==> src/rtl/det_ema_pkg.sv <==
// Package for the detection EMA tracker: payload structs, register
// indexes, status codes and the fixed-point EMA helper.
// No dependencies.
package det_ema_pkg;

	localparam int unsigned CFG_ADDR_W = 5;

	localparam logic [15:0] DEV_STALE_RST = 16'd250;
	localparam logic [15:0] CON_STALE_RST = 16'd150;
	localparam logic [7:0]  PERIOD_RST    = 8'd2;
	localparam logic [8:0]  BOX_W_RST     = 9'd115;
	localparam logic [8:0]  PT_W_RST      = 9'd141;

	localparam int unsigned QUEUE_DEPTH = 2;

	typedef enum logic [2:0] {
		REG_DEV_STALE = 3'd0,
		REG_CON_STALE = 3'd1,
		REG_PERIOD    = 3'd2,
		REG_BOX_W     = 3'd3,
		REG_PT_W      = 3'd4
	} reg_idx_t;

	typedef enum logic [1:0] {
		ST_OK       = 2'd0,
		ST_BAD_ID   = 2'd1,
		ST_RESET    = 2'd2,
		ST_RSVD     = 2'd3
	} status_t;

	typedef enum logic [1:0] {
		CLS_FRAME = 2'd0,
		CLS_BAD   = 2'd1,
		CLS_CLEAR = 2'd2,
		CLS_RSVD  = 2'd3
	} cls_t;

	typedef struct packed {
		logic               action;
		logic [31:0]        frame_number;
		logic [31:0]        time_ms;
		logic               raw_device_valid;
		logic signed [15:0] raw_left;
		logic signed [15:0] raw_top;
		logic signed [15:0] raw_right;
		logic signed [15:0] raw_bottom;
		logic [15:0]        raw_score;
		logic               raw_contact_valid;
		logic signed [15:0] raw_point_x;
		logic signed [15:0] raw_point_y;
	} in_item_t;

	typedef struct packed {
		logic [1:0]         status;
		logic               held_device_valid;
		logic signed [15:0] held_left;
		logic signed [15:0] held_top;
		logic signed [15:0] held_right;
		logic signed [15:0] held_bottom;
		logic [15:0]        held_score;
		logic               held_contact_valid;
		logic signed [15:0] held_point_x;
		logic signed [15:0] held_point_y;
		logic [31:0]        valid_frames;
		logic               contact_due_next;
	} out_item_t;

	typedef struct packed {
		cls_t     cls;
		in_item_t item;
	} cmd_t;

	typedef struct packed {
		logic [15:0] dev_stale;
		logic [15:0] con_stale;
		logic [7:0]  period;
		logic [8:0]  box_w;
		logic [8:0]  pt_w;
	} cfg_t;

	function automatic logic [8:0] weight_sat(input logic [8:0] w);
		return (w > 9'd256) ? 9'd256 : w;
	endfunction

	// Floor of (prev*(256-w) + cur*w) / 256; w is already saturated.
	function automatic logic signed [15:0] ema16(input logic signed [15:0] prev,
			input logic signed [15:0] cur, input logic [8:0] w);
		logic signed [26:0] sum;
		sum = 27'(prev) * 27'($signed({1'b0, 9'd256 - w}))
			+ 27'(cur) * 27'($signed({1'b0, w}));
		return sum[23:8];
	endfunction

endpackage

==> src/rtl/det_ema_front.sv <==
// Front part: accepts frame transactions, checks the frame id ordering
// and pushes classified commands into a short queue. Uses det_ema_pkg.
module det_ema_front (
	input  logic                  clk,
	input  logic                  arst_n,
	input  logic                  in_valid,
	output logic                  in_ready,
	input  det_ema_pkg::in_item_t in_data,
	output logic                  cmd_valid,
	input  logic                  cmd_ready,
	output det_ema_pkg::cmd_t     cmd_data
);
	import det_ema_pkg::*;

	cmd_t       queue_q [QUEUE_DEPTH];
	logic       wr_ptr_q, rd_ptr_q;
	logic [1:0] count_q;
	logic [31:0] last_frame_q;
	logic        seen_q;
	logic        push, pop;
	cmd_t        new_cmd;

	assign in_ready  = (count_q != 2'(QUEUE_DEPTH));
	assign cmd_valid = (count_q != 2'd0);
	assign cmd_data  = queue_q[rd_ptr_q];
	assign push      = in_valid && in_ready;
	assign pop       = cmd_valid && cmd_ready;

	always_comb begin
		new_cmd.item = in_data;
		if (in_data.action) begin
			new_cmd.cls = CLS_CLEAR;
		end else if (seen_q && (in_data.frame_number <= last_frame_q)) begin
			new_cmd.cls = CLS_BAD;
		end else begin
			new_cmd.cls = CLS_FRAME;
		end
	end

	always_ff @(posedge clk) begin
		if (push) begin
			queue_q[wr_ptr_q] <= new_cmd;
		end
	end

	always_ff @(posedge clk or negedge arst_n) begin
		if (!arst_n) begin
			wr_ptr_q     <= 1'b0;
			rd_ptr_q     <= 1'b0;
			count_q      <= 2'd0;
			last_frame_q <= 32'd0;
			seen_q       <= 1'b0;
		end else begin
			if (push) begin
				wr_ptr_q <= ~wr_ptr_q;
				case (new_cmd.cls)
					CLS_CLEAR: begin
						seen_q       <= 1'b0;
						last_frame_q <= 32'd0;
					end
					CLS_FRAME: begin
						seen_q       <= 1'b1;
						last_frame_q <= in_data.frame_number;
					end
					default: ;
				endcase
			end
			if (pop) begin
				rd_ptr_q <= ~rd_ptr_q;
			end
			count_q <= count_q + 2'(push) - 2'(pop);
		end
	end

	a_no_overflow: assert property (@(posedge clk) disable iff (!arst_n)
		count_q <= 2'(QUEUE_DEPTH)) else $error("command queue overflow");
	a_seen_after_frame: assert property (@(posedge clk) disable iff (!arst_n)
		push && new_cmd.cls == CLS_FRAME |=> seen_q) else $error("seen flag lost");
	a_clear_resets: assert property (@(posedge clk) disable iff (!arst_n)
		push && new_cmd.cls == CLS_CLEAR |=> !seen_q) else $error("clear missed");

endmodule

==> config.mk <==
export PLATFORM = sky130hd
export DESIGN_NAME = det_ema_front
export DESIGN_NICKNAME = d
export VERILOG_FILES = /design/src/rtl/det_ema_pkg.sv /design/src/rtl/det_ema_front.sv
export SDC_FILE = /design/constraint.sdc
export NUM_CORES = 1
export LEC_CHECK = 0
export ABC_AREA = 1
export BUFFER_PORTS_ARGS = -buffer_cell sky130_fd_sc_hd__buf_2
export CORE_MARGIN = 2
export CORE_UTILIZATION = 50
export CTS_CLUSTER_SIZE = 16
export DETAILED_ROUTE_END_ITERATION = 16
export PLACE_DENSITY = 0.85
export SETUP_SLACK_MARGIN = 0.15
export SLEW_MARGIN = 20
export SYNTH_ARGS = -nofsm -noshare
export SYNTH_HDL_FRONTEND = slang
export SYNTH_SLANG_ARGS = --single-unit
==> constraint.sdc <==
create_clock -name clk -period 22.7 [get_ports clk]
set_input_delay 1.135 -clock clk [delete_from_list [all_inputs] [get_ports clk]]
set_output_delay 1.135 -clock clk [all_outputs]
set_load 0.03 [all_outputs]
==> reports/metrics.yaml <==
gr-total-overflow: 0
finalHoldViolCount: 0
synth.top_cell.area_share_pct: 70.2
hold_depth: 2
ant_nets: 0
synth_cells: 1253
rsz0062_at_grt: "false"
gp_congestion: 0.805
reg2reg_depth: 5
wl_um: 34800
worstPathArrival_ns: 3.51
synth_edf_count: 360
ys_ff_latch: 397
grt_pass1_vias: 10200
finalInstanceArea_um2: 18900
antenna_found_initial: 12
die-area_um2: 32200
yosysMostFrequentCell: "nand2_1"
worst_clock_skew_ns: 0.00956
cp-start-kind: "register"
post-route-util_pct: 62.1
synth_top_family_by_area: "simple AND/OR/NAND/NOR gates"
clkLatencyLatePin_ns: 0.52
muxShareOfSynthArea_pct: 0
cts_tree: "yes"
rrSetupSlack_ns: 19.23
syn2layout_area_growth_pct: 22.7
p_switching_mw: 1.12
synthXorXnorAreaFrac_pct: 0.171
die_w_um: 179
cts_buffer_depth: 3
dp.cells: 1974
cts.repair.resized: 0
place_area_um2: 17600
synth_nets: 1470
yosys.area_share.adder_pct: 2.76
fin_crit_sh_pct: 20.5
leakage_nw: 8.41
clock_sinks: 397
fp.dieH_um: 179
place_ws_ns: 18.11
reg2reg_to: "queue_q[0][106]$_DFFE_PP_"
relSlewSlack_pct: 26.7
setup_viol: 0
outcome: "completed"
drc: 0
power_frac_clock_pct: 22.6
hp-class: "register to register"
min_to: "last_frame_q[7]$_DFFE_PN0P_"
dr.pass1.iters: 7
setup_ws_ns: 18.06
irDropWorstVdd_uv: 88.0
maxSlewViolCount: 0
critPathCaptureType: "output port"
wl_per_cell_um: 16.9
final.setup.tns_ns: 0
holdCritStartpoint: "last_frame_q[7]$_DFFE_PN0P_"
rows: 64
drt_iter0_markers: 848
cts_buffers: 40
period_needed_ns: 4.64
worstPathRequired_ns: 21.57
yosys_warnings: 0
nNetsFinal: 1837
fin_cells: 2060
synth_compound_area_share_pct: 0.634
grt_max_degree: 94
cts_root_buf: "clkbuf_16"
ctsHoldBuffers: 0
power_density_nw_per_um2: 145
whs_ns: 0.468
crit_path_max_fanout: 93
r2r_start: "count_q[1]$_DFF_PN0_"
coreArea_um2: 30400
max_cap_violations: 0
synth.distinct_cells: 23
postCtsSetupRepairBufs: 0
vias: 10300
avgSynthCellArea_um2: 12.3
start_util_pct: 50.6
grt_util_all_layers_pct: 21.1
critical_path_class: "register to output port"
num_io_pins: 366
drive_gt1_share_pct: 26.8
hpwl_um: 22900
switching_share_pct: 40.9
syn-cell-area_um2: 15400
ys_top_cells_by_area: "edfxtp_1 70%, nand2_1 16%, dfrtp_1 6.0%"
netlist_top_cells_count: "647 x nand2_1, 360 x edfxtp_1, 47 x inv_1"
grt_pass1_wl_um: 54200
cts.reportedPaths.clkPinSlew_ns: 0.06
combPwrFrac_pct: 38.4
portBuffers: 365
vias_per_cell: 5.00
ys_dominant_reg_cell: "edfxtp_1"
seqPwrFrac_pct: 39.0
ys_seq_area_share_pct: 76.2
synthArstFlopShare_pct: 9.32
cts-htree-levels: 2
tightest_slew_ns: 1.10
intPower_mw: 1.62
fmax_mhz: 215
p_total_mw: 2.74
yosysTopAreaCell: "edfxtp_1"
synthSimpleGateAreaFrac_pct: 17.6
cells by family (layout without fill, tap and decap cells):
kind of cell,Yosys count,count (layout)
XOR/XNOR,3,3
flip-flops,397,397
other,0,12
AND/OR/NAND/NOR,704,704
AO/OA/AOI/OAI,18,18
adder cells (fa/ha/maj),34,34
buffers and inverters,97,496
cell type report:
type | instances | area (µm²)
diodes | 12 | 30.0
clock inverters | 19 | 151
clock buffers | 55 | 1090
flip-flops and latches | 397 | 11700
repair buffers | 374 | 1920
inverters | 48 | 185
multi-input cells | 759 | 3280
well taps | 396 | 495
fillers | 2250 | 11500
layout by cell type (no fill, tap or decap), types with 3 or more instances in the layout:
cell	instances
nand3_1	35
nand2_1	647
inv_6	4
clkinv_2	10
clkbuf_1	13
clkinv_1	4
buf_4	7
nor2_1	11
inv_1	47
diode_2	12
dfrtp_1	36
ha_1	34
a21oi_1	13
clkbuf_16	41
nand2_2	3
edfxtp_1	360
buf_2	365
power by group through the flow:
stage                     registers [mW]  logic [mW]  clock network, mW
final                               1.07        1.05              0.620
after floorplan                     1.10       0.748                  0
after CTS                           1.07        1.06              0.633
after global routing                1.09        1.14              0.664
after detailed placement            1.09        1.06                  0
after global placement              1.08        1.03                  0
routing by layer:
metal | global-route usage (%) | vias to the layer above | share of wire, %
met5 | 0 | - | 0.032
met3 | 5.25 | 57 | 8.8
met1 | 26.6 | 4864 | 38
met4 | 6.31 | 2 | 2.1
li1 | - | 4920 | -
met2 | 36.2 | 467 | 51
state kept, by name, summed over array words and instances (netlist names):
| signal | count |
|---|---|
| seen_q | 1 |
| queue_q | 360 |
| last_frame_q | 32 |
| count_q | 2 |
| rd_ptr_q | 1 |
| wr_ptr_q | 1 |
critical path, stage by stage (launching register included):
cell and delay, ns:
dfrtp_4 0.77, inv_6 0.61, buf_4 0.83, nand2_1 0.18, nand2_1 0.17, buf_2 0.22
worst max-delay path by stage:
stage,start,end,slack [ns],depth (start not counted)
2_1_floorplan,in_valid,queue_q[1][0]$_DFFE_PP_,13.21,2
3_3_place_gp,in_valid,queue_q[0][103]$_DFFE_PP_,18.18,5
3_5_place_dp,in_valid,queue_q[0][58]$_DFFE_PP_,18.11,5
4_1_cts,rd_ptr_q$_DFFE_PN0P_,cmd_data[106],18.02,5
5_1_grt,rd_ptr_q$_DFFE_PN0P_,cmd_data[77],17.83,5
6_report,rd_ptr_q$_DFFE_PN0P_,cmd_data[106],18.06,5
Note: power is estimated with default switching activity, not from simulation.
