[config.mk]
export PLATFORM = sky130hd
export DESIGN_NAME = det_ema_back
export DESIGN_NICKNAME = d
export VERILOG_FILES = /design/src/rtl/det_ema_pkg.sv /design/src/rtl/det_ema_back.sv
export SDC_FILE = /design/constraint.sdc
export NUM_CORES = 2
export LEC_CHECK = 0
export BUFFER_PORTS_ARGS = -buffer_cell sky130_fd_sc_hd__buf_2
export CORE_UTILIZATION = 55
export DETAILED_ROUTE_END_ITERATION = 16
export PLACE_DENSITY = 0.73
export RECOVER_POWER = 100
export SLEW_MARGIN = 30
export SYNTH_ARGS = -nofsm -noshare
export SYNTH_HDL_FRONTEND = slang
export SYNTH_SLANG_ARGS = --single-unit
[constraint.sdc]
create_clock -name clk -period 7.7 [get_ports clk]
set_input_delay 0 -clock clk [delete_from_list [all_inputs] [get_ports clk]]
set_output_delay 0 -clock clk [all_outputs]
set_load 0.02 [all_outputs]
[src/rtl/det_ema_pkg.sv]
// Package for the detection EMA tracker: payload structs, register
// indexes, status codes and the fixed-point EMA helper.
// No dependencies.
package det_ema_pkg;

	localparam int unsigned CFG_ADDR_W = 5;

	localparam logic [15:0] DEV_STALE_RST = 16'd250;
	localparam logic [15:0] CON_STALE_RST = 16'd150;
	localparam logic [7:0]  PERIOD_RST    = 8'd2;
	localparam logic [8:0]  BOX_W_RST     = 9'd115;
	localparam logic [8:0]  PT_W_RST      = 9'd141;

	localparam int unsigned QUEUE_DEPTH = 2;

	typedef enum logic [2:0] {
		REG_DEV_STALE = 3'd0,
		REG_CON_STALE = 3'd1,
		REG_PERIOD    = 3'd2,
		REG_BOX_W     = 3'd3,
		REG_PT_W      = 3'd4
	} reg_idx_t;

	typedef enum logic [1:0] {
		ST_OK       = 2'd0,
		ST_BAD_ID   = 2'd1,
		ST_RESET    = 2'd2,
		ST_RSVD     = 2'd3
	} status_t;

	typedef enum logic [1:0] {
		CLS_FRAME = 2'd0,
		CLS_BAD   = 2'd1,
		CLS_CLEAR = 2'd2,
		CLS_RSVD  = 2'd3
	} cls_t;

	typedef struct packed {
		logic               action;
		logic [31:0]        frame_number;
		logic [31:0]        time_ms;
		logic               raw_device_valid;
		logic signed [15:0] raw_left;
		logic signed [15:0] raw_top;
		logic signed [15:0] raw_right;
		logic signed [15:0] raw_bottom;
		logic [15:0]        raw_score;
		logic               raw_contact_valid;
		logic signed [15:0] raw_point_x;
		logic signed [15:0] raw_point_y;
	} in_item_t;

	typedef struct packed {
		logic [1:0]         status;
		logic               held_device_valid;
		logic signed [15:0] held_left;
		logic signed [15:0] held_top;
		logic signed [15:0] held_right;
		logic signed [15:0] held_bottom;
		logic [15:0]        held_score;
		logic               held_contact_valid;
		logic signed [15:0] held_point_x;
		logic signed [15:0] held_point_y;
		logic [31:0]        valid_frames;
		logic               contact_due_next;
	} out_item_t;

	typedef struct packed {
		cls_t     cls;
		in_item_t item;
	} cmd_t;

	typedef struct packed {
		logic [15:0] dev_stale;
		logic [15:0] con_stale;
		logic [7:0]  period;
		logic [8:0]  box_w;
		logic [8:0]  pt_w;
	} cfg_t;

	function automatic logic [8:0] weight_sat(input logic [8:0] w);
		return (w > 9'd256) ? 9'd256 : w;
	endfunction

	// Floor of (prev*(256-w) + cur*w) / 256; w is already saturated.
	function automatic logic signed [15:0] ema16(input logic signed [15:0] prev,
			input logic signed [15:0] cur, input logic [8:0] w);
		logic signed [26:0] sum;
		sum = 27'(prev) * 27'($signed({1'b0, 9'd256 - w}))
			+ 27'(cur) * 27'($signed({1'b0, w}));
		return sum[23:8];
	endfunction

endpackage

[src/rtl/det_ema_back.sv]
// Back part: applies commands to the held state (EMA, hold, timeout,
// counters) and registers one result per command. Uses det_ema_pkg.
module det_ema_back (
	input  logic                   clk,
	input  logic                   arst_n,
	input  det_ema_pkg::cfg_t      cfg,
	input  logic                   cmd_valid,
	output logic                   cmd_ready,
	input  det_ema_pkg::cmd_t      cmd_data,
	output logic                   out_valid,
	input  logic                   out_ready,
	output det_ema_pkg::out_item_t out_data
);
	import det_ema_pkg::*;

	logic               dev_held_q, con_held_q;
	logic signed [15:0] box_q [4];
	logic signed [15:0] pt_q [2];
	logic [15:0]        score_q;
	logic [31:0]        dev_time_q, con_time_q, count_q;
	logic [7:0]         phase_q;
	logic               out_valid_q;
	out_item_t          out_q;

	logic               dev_held_d, con_held_d;
	logic signed [15:0] box_d [4];
	logic signed [15:0] pt_d [2];
	logic [15:0]        score_d;
	logic [31:0]        dev_time_d, con_time_d, count_d;
	logic [7:0]         phase_d, period;
	logic [8:0]         bw, pw;
	logic signed [15:0] raw_box [4];
	logic               take;
	in_item_t           it;

	assign cmd_ready = !out_valid_q || out_ready;
	assign take      = cmd_valid && cmd_ready;
	assign out_valid = out_valid_q;
	assign out_data  = out_q;
	assign it        = cmd_data.item;
	assign bw        = weight_sat(cfg.box_w);
	assign pw        = weight_sat(cfg.pt_w);
	assign period    = (cfg.period == 8'd0) ? 8'd1 : cfg.period;
	assign raw_box[0] = it.raw_left;
	assign raw_box[1] = it.raw_top;
	assign raw_box[2] = it.raw_right;
	assign raw_box[3] = it.raw_bottom;

	always_comb begin
		dev_held_d = dev_held_q;
		con_held_d = con_held_q;
		box_d      = box_q;
		pt_d       = pt_q;
		score_d    = score_q;
		dev_time_d = dev_time_q;
		con_time_d = con_time_q;
		count_d    = count_q;
		phase_d    = phase_q;
		case (cmd_data.cls)
			CLS_CLEAR: begin
				dev_held_d = 1'b0;
				con_held_d = 1'b0;
				for (int i = 0; i < 4; i++) box_d[i] = '0;
				pt_d[0] = '0;
				pt_d[1] = '0;
				score_d    = '0;
				dev_time_d = '0;
				con_time_d = '0;
				count_d    = '0;
				phase_d    = '0;
			end
			CLS_FRAME: begin
				if (it.raw_device_valid) begin
					for (int i = 0; i < 4; i++) begin
						box_d[i] = dev_held_q ? ema16(box_q[i], raw_box[i], bw) : raw_box[i];
					end
					score_d    = it.raw_score;
					dev_held_d = 1'b1;
					dev_time_d = it.time_ms;
					if (count_q != '1) count_d = count_q + 32'd1;
					phase_d = ({1'b0, phase_q} + 9'd1 >= {1'b0, period}) ? 8'd0
						: phase_q + 8'd1;
				end else if (dev_held_q
						&& (it.time_ms - dev_time_q) > {16'd0, cfg.dev_stale}) begin
					dev_held_d = 1'b0;
					for (int i = 0; i < 4; i++) box_d[i] = '0;
					score_d = '0;
				end
				if (!dev_held_d) begin
					con_held_d = 1'b0;
					pt_d[0]    = '0;
					pt_d[1]    = '0;
					con_time_d = '0;
				end else if (it.raw_contact_valid) begin
					pt_d[0]    = con_held_q ? ema16(pt_q[0], it.raw_point_x, pw) : it.raw_point_x;
					pt_d[1]    = con_held_q ? ema16(pt_q[1], it.raw_point_y, pw) : it.raw_point_y;
					con_held_d = 1'b1;
					con_time_d = it.time_ms;
				end else if (con_held_q
						&& (it.time_ms - con_time_q) > {16'd0, cfg.con_stale}) begin
					con_held_d = 1'b0;
					pt_d[0]    = '0;
					pt_d[1]    = '0;
				end
			end
			default: ;
		endcase
	end

	always_ff @(posedge clk) begin
		if (take) begin
			out_q.status <= (cmd_data.cls == CLS_CLEAR) ? ST_RESET
				: (cmd_data.cls == CLS_BAD) ? ST_BAD_ID : ST_OK;
			out_q.held_device_valid  <= dev_held_d;
			out_q.held_left          <= box_d[0];
			out_q.held_top           <= box_d[1];
			out_q.held_right         <= box_d[2];
			out_q.held_bottom        <= box_d[3];
			out_q.held_score         <= score_d;
			out_q.held_contact_valid <= con_held_d;
			out_q.held_point_x       <= pt_d[0];
			out_q.held_point_y       <= pt_d[1];
			out_q.valid_frames       <= count_d;
			out_q.contact_due_next   <= (phase_d == 8'd0);
		end
	end

	always_ff @(posedge clk or negedge arst_n) begin
		if (!arst_n) begin
			dev_held_q  <= 1'b0;
			con_held_q  <= 1'b0;
			box_q       <= '{default: '0};
			pt_q        <= '{default: '0};
			score_q     <= '0;
			dev_time_q  <= '0;
			con_time_q  <= '0;
			count_q     <= '0;
			phase_q     <= '0;
			out_valid_q <= 1'b0;
		end else begin
			if (take) begin
				dev_held_q <= dev_held_d;
				con_held_q <= con_held_d;
				box_q      <= box_d;
				pt_q       <= pt_d;
				score_q    <= score_d;
				dev_time_q <= dev_time_d;
				con_time_q <= con_time_d;
				count_q    <= count_d;
				phase_q    <= phase_d;
				out_valid_q <= 1'b1;
			end else if (out_ready) begin
				out_valid_q <= 1'b0;
			end
		end
	end

	a_contact_needs_device: assert property (@(posedge clk) disable iff (!arst_n)
		con_held_q |-> dev_held_q) else $error("point held without box");
	a_count_sat: assert property (@(posedge clk) disable iff (!arst_n)
		take && cmd_data.cls != CLS_CLEAR && count_q == '1 |=> count_q == '1)
		else $error("counter wrapped");
	a_bad_keeps: assert property (@(posedge clk) disable iff (!arst_n)
		take && cmd_data.cls == CLS_BAD |=> $stable(count_q) && $stable(dev_held_q))
		else $error("bad frame changed state");

endmodule

==> flow_metrics.py <==
metrics = {
    "outcome": {
        "status": "finished with violations",
        "failed_checks": "capacitance limit, slew limit",
    },
    "cts": {
        "cts_root_buf": "clkbuf_16",
        "cts.sinks": 368,
        "path_clk_slew_ps": 70,
        "clock_latency_ps": 720,
        "cts_inserted_buffers": 50,
        "cts_buffer_depth": 3,
        "h-tree-depth": 2,
        "cts_tree": "yes",
    },
    "worst_hold_path": {
        "min_from": "cmd_data[97]",
        "hp-class": "input pin to flip-flop",
    },
    "synthesis": {
        "synth_edf_count": 149,
        "synth_area_mm2": 0.0830,
        "synthFlopType": "dfrtp_1",
        "postSynth.asyncResetShare_pct": 59.5,
        "syn_area_per_cell_um2": 9.05,
        "ys_warn_count": 0,
        "synthesis.nets": 11700,
        "synth_seq_cells": 368,
        "seq_area_frac_synth_pct": 12.0,
        "yosys.cell_types.count": 84,
        "syn_inst": 9167,
    },
    "final_layout": {
        "nets": 12200,
        "finalInstanceArea_mm2": 0.0923,
        "area_growth_pct": 11.2,
        "fillerInstances": 12600,
        "fin_cells": 11700,
        "drive_gt1_share_pct": 9.15,
    },
    "detailed_routing": {
        "firstDrtPassIters": 8,
        "routedWlPerCell_um": 21.0,
        "vias_per_cell": 5.57,
        "vias": 65400,
        "drc": 0,
        "ant_nets": 0,
        "drt_wl_total_mm": 247,
        "drtIter0Drc": 4713,
    },
    "timing": {
        "period_share_pct": 97.8,
        "holdWs_ps": 36.6,
        "fin_ws_ps": 172,
        "drv_slew": 459,
        "setup_viol": 0,
        "hold_viol": 0,
        "fin_crit_ps": 7530,
        "worst_pin_slew_ps": 4920,
        "fmax_ghz": 0.133,
        "fin_skew_ps": 95.4,
        "maxSlewHeadroom_pct": -228,
    },
    "worst_setup_path": {
        "cpMostUsedCell": "fa_1",
        "cp_slowest_cell": "fa_1",
        "crit_path_start": "pt_q[21]",
        "cpPeakStageDelay_ps": 560,
        "startpoint_type": "flip-flop",
        "r2r_start": "pt_q[21]",
        "crit_arrival_ps": 8070,
        "crit_required_ps": 8240,
        "worst-setup-path-type": "flip-flop to flip-flop",
        "cp-end-kind": "flip-flop",
        "worst-path-max-fanout": 13,
    },
    "place": {
        "io_buffers": 360,
        "dp_hpwl_mm": 196,
        "gp_congestion": 0.960,
        "dpl_cell_area_mm2": 0.0897,
        "pre_cts_slack_ps": -616,
        "place_inst": 11500,
    },
    "floorplan": {
        "die_x_um": 390,
        "start_util_pct": 55.4,
        "die_y_um": 390,
        "dieArea_mm2": 0.152,
        "ios": 394,
        "rows": 142,
        "core_mm2": 0.150,
    },
    "job": {
        "maxCapViolations": 9,
    },
    "grt": {
        "globalRouteOverflowTotal": 0,
        "first_global_vias": 71600,
        "grt_max_degree": 116,
        "antenna_found_initial": 23,
        "grt_pass1_wl_mm": 396,
        "grt_util_all_layers_pct": 33.6,
    },
}
flip-flops by register name, summed over array words and instances (netlist names):
| register | count |
|---|---|
| out_data | 149 |
| box_q | 64 |
| con_time_q | 32 |
| count_q | 32 |
| dev_time_q | 32 |
| pt_q | 32 |
| score_q | 16 |
| phase_q | 8 |
| con_held_q | 1 |
| dev_held_q | 1 |
| out_valid | 1 |
cell type report:
class / count / area [um2] / share of cell area (%)
multi-input cells: 6095 / 63200 / 68.5
flip-flops and latches: 368 / 9970 / 10.8
inverters: 2212 / 8310 / 9.00
repair buffers: 953 / 6500 / 7.04
well taps: 2016 / 2520 / 2.73
clock buffers: 59 / 1330 / 1.44
clock inverters: 35 / 427 / 0.462
diodes: 9 / 22.5 / 0.0244
cell usage after synthesis, types with 7 or more instances:
| cell type | n | area share, % |
|---|---|---|
| o21ai_1 | 14 | 0.084 |
| and2_1 | 883 | 6.7 |
| nand3_1 | 88 | 0.53 |
| mux2_2 | 9 | 0.12 |
| or3_1 | 14 | 0.11 |
| o2111ai_1 | 11 | 0.12 |
| inv_1 | 2211 | 10 |
| or2_2 | 15 | 0.11 |
| o211ai_1 | 24 | 0.22 |
| a22o_1 | 118 | 1.2 |
| xnor2_1 | 212 | 2.2 |
| nand4_1 | 35 | 0.26 |
| nor3_1 | 58 | 0.35 |
| buf_1 | 71 | 0.32 |
| nor4_1 | 10 | 0.075 |
| o21bai_1 | 17 | 0.15 |
| o22ai_1 | 16 | 0.12 |
| o2bb2ai_1 | 51 | 0.54 |
| and3_1 | 34 | 0.26 |
| o21ai_0 | 203 | 1.2 |
| a21oi_1 | 171 | 1.0 |
| and4_1 | 7 | 0.074 |
| o31ai_1 | 38 | 0.34 |
| buf_2 | 23 | 0.14 |
| ha_1 | 628 | 9.5 |
| nand2_1 | 1007 | 4.6 |
| or4_1 | 7 | 0.063 |
| a31oi_1 | 32 | 0.24 |
| nor2b_1 | 128 | 0.97 |
| mux2i_1 | 47 | 0.57 |
| a2bb2oi_1 | 9 | 0.095 |
| xor2_1 | 74 | 0.78 |
| a21o_1 | 50 | 0.45 |
| clkbuf_1 | 394 | 1.8 |
| nor2_1 | 215 | 0.97 |
| o221ai_1 | 10 | 0.11 |
| o21a_1 | 35 | 0.32 |
| fa_1 | 1628 | 39 |
| dfrtp_1 | 219 | 6.6 |
| a211oi_1 | 23 | 0.21 |
| a22oi_1 | 48 | 0.43 |
| nand2b_1 | 23 | 0.17 |
| a211o_1 | 13 | 0.14 |
| edfxtp_1 | 149 | 5.4 |
per-layer routing:
layer  vias to the layer above  global-route usage, %  wire [um]
met5                         -                      0        179
met4                        28                   13.7      12000
met3                       683                   7.52      23300
met2                      2842                   56.4     118000
met1                     33200                   41.9      93000
li1                      28700                      -          -
logic make-up after synthesis:
group           Yosys count  share of synthesized area [%]
compound gates          952                           7.88
xor+xnor                286                           3.02
fa+ha+maj              2256                           48.7
buf+inv                2704                           12.3
flops                   368                           12.0
mux                      56                          0.689
simple gates           2545                           15.4
metrics by stage:
stage,TNS [ps],util (%)
global route,-3.20,61.6
finish,0,61.6
global placement,-15560,59.8
floorplan,0,-
detailed placement,-27250,59.9
CTS,0,61.7
layout by cell type, fill, tap and decap left out, types with 12 or more instances in the layout:
cell type | synthesis | layout
inv_1 | 2211 | 2209
fa_1 | 1628 | 1628
nand2_1 | 1007 | 1004
and2_1 | 883 | 882
ha_1 | 628 | 626
buf_4 | 1 | 459
nor2_1 | 215 | 211
dfrtp_1 | 219 | 211
xnor2_1 | 212 | 207
o21ai_0 | 203 | 205
buf_2 | 23 | 205
clkbuf_1 | 394 | 171
a21oi_1 | 171 | 164
edfxtp_1 | 149 | 149
a22o_1 | 118 | 118
nor2b_1 | 128 | 111
dlygate4sd3_1 | 0 | 95
nand3_1 | 88 | 88
xor2_1 | 74 | 69
nor3_1 | 58 | 54
o2bb2ai_1 | 51 | 51
clkbuf_16 | 0 | 51
a21o_1 | 50 | 49
a22oi_1 | 48 | 48
mux2i_1 | 47 | 47
o31ai_1 | 38 | 38
nand4_1 | 35 | 36
o21a_1 | 35 | 35
and3_1 | 34 | 34
a31oi_1 | 32 | 31
o211ai_1 | 24 | 24
nand2b_1 | 23 | 23
a211oi_1 | 23 | 19
o21bai_1 | 17 | 18
or2_2 | 15 | 15
or3_1 | 14 | 14
o22ai_1 | 16 | 14
buf_12 | 0 | 14
a211o_1 | 13 | 13
o21ai_1 | 14 | 12
critical path: cells and delay by family, from the launching register on:
family                     cells  cell delay (ps)
muxes                          1              120
xor gates and xnor gates       1              240
buffers and inverters          6              820
AOI/OAI and AO/OA              7             1210
DFF                            1              530
adders and majority gates      8             3710
and+or+nand+nor                3              730
repair_timing:
item	4_1_cts	5_1_grt
resized for setup	0	39
setup endpoints to repair	0	58
buffers inserted	0	6
hold buffers	96	0
endpoints found under the hold margin	250	0
worst paths after layout:
path | cells past startpoint | endpoint | slack (ps)
min reg2reg | 2 | dev_time_q[0] | 500
max in group asynchronous | 4 | count_q[1] | 1340
max reg2reg | 26 | out_data[59] | 170
min in group asynchronous | 3 | count_q[27] | 950
max | 26 | out_data[59] | 170
min | 4 | box_q[48] | 40
Power is left out: the tool's default activity adds up to more than one toggle a clock period on the data nets, which glitch-free logic cannot reach.
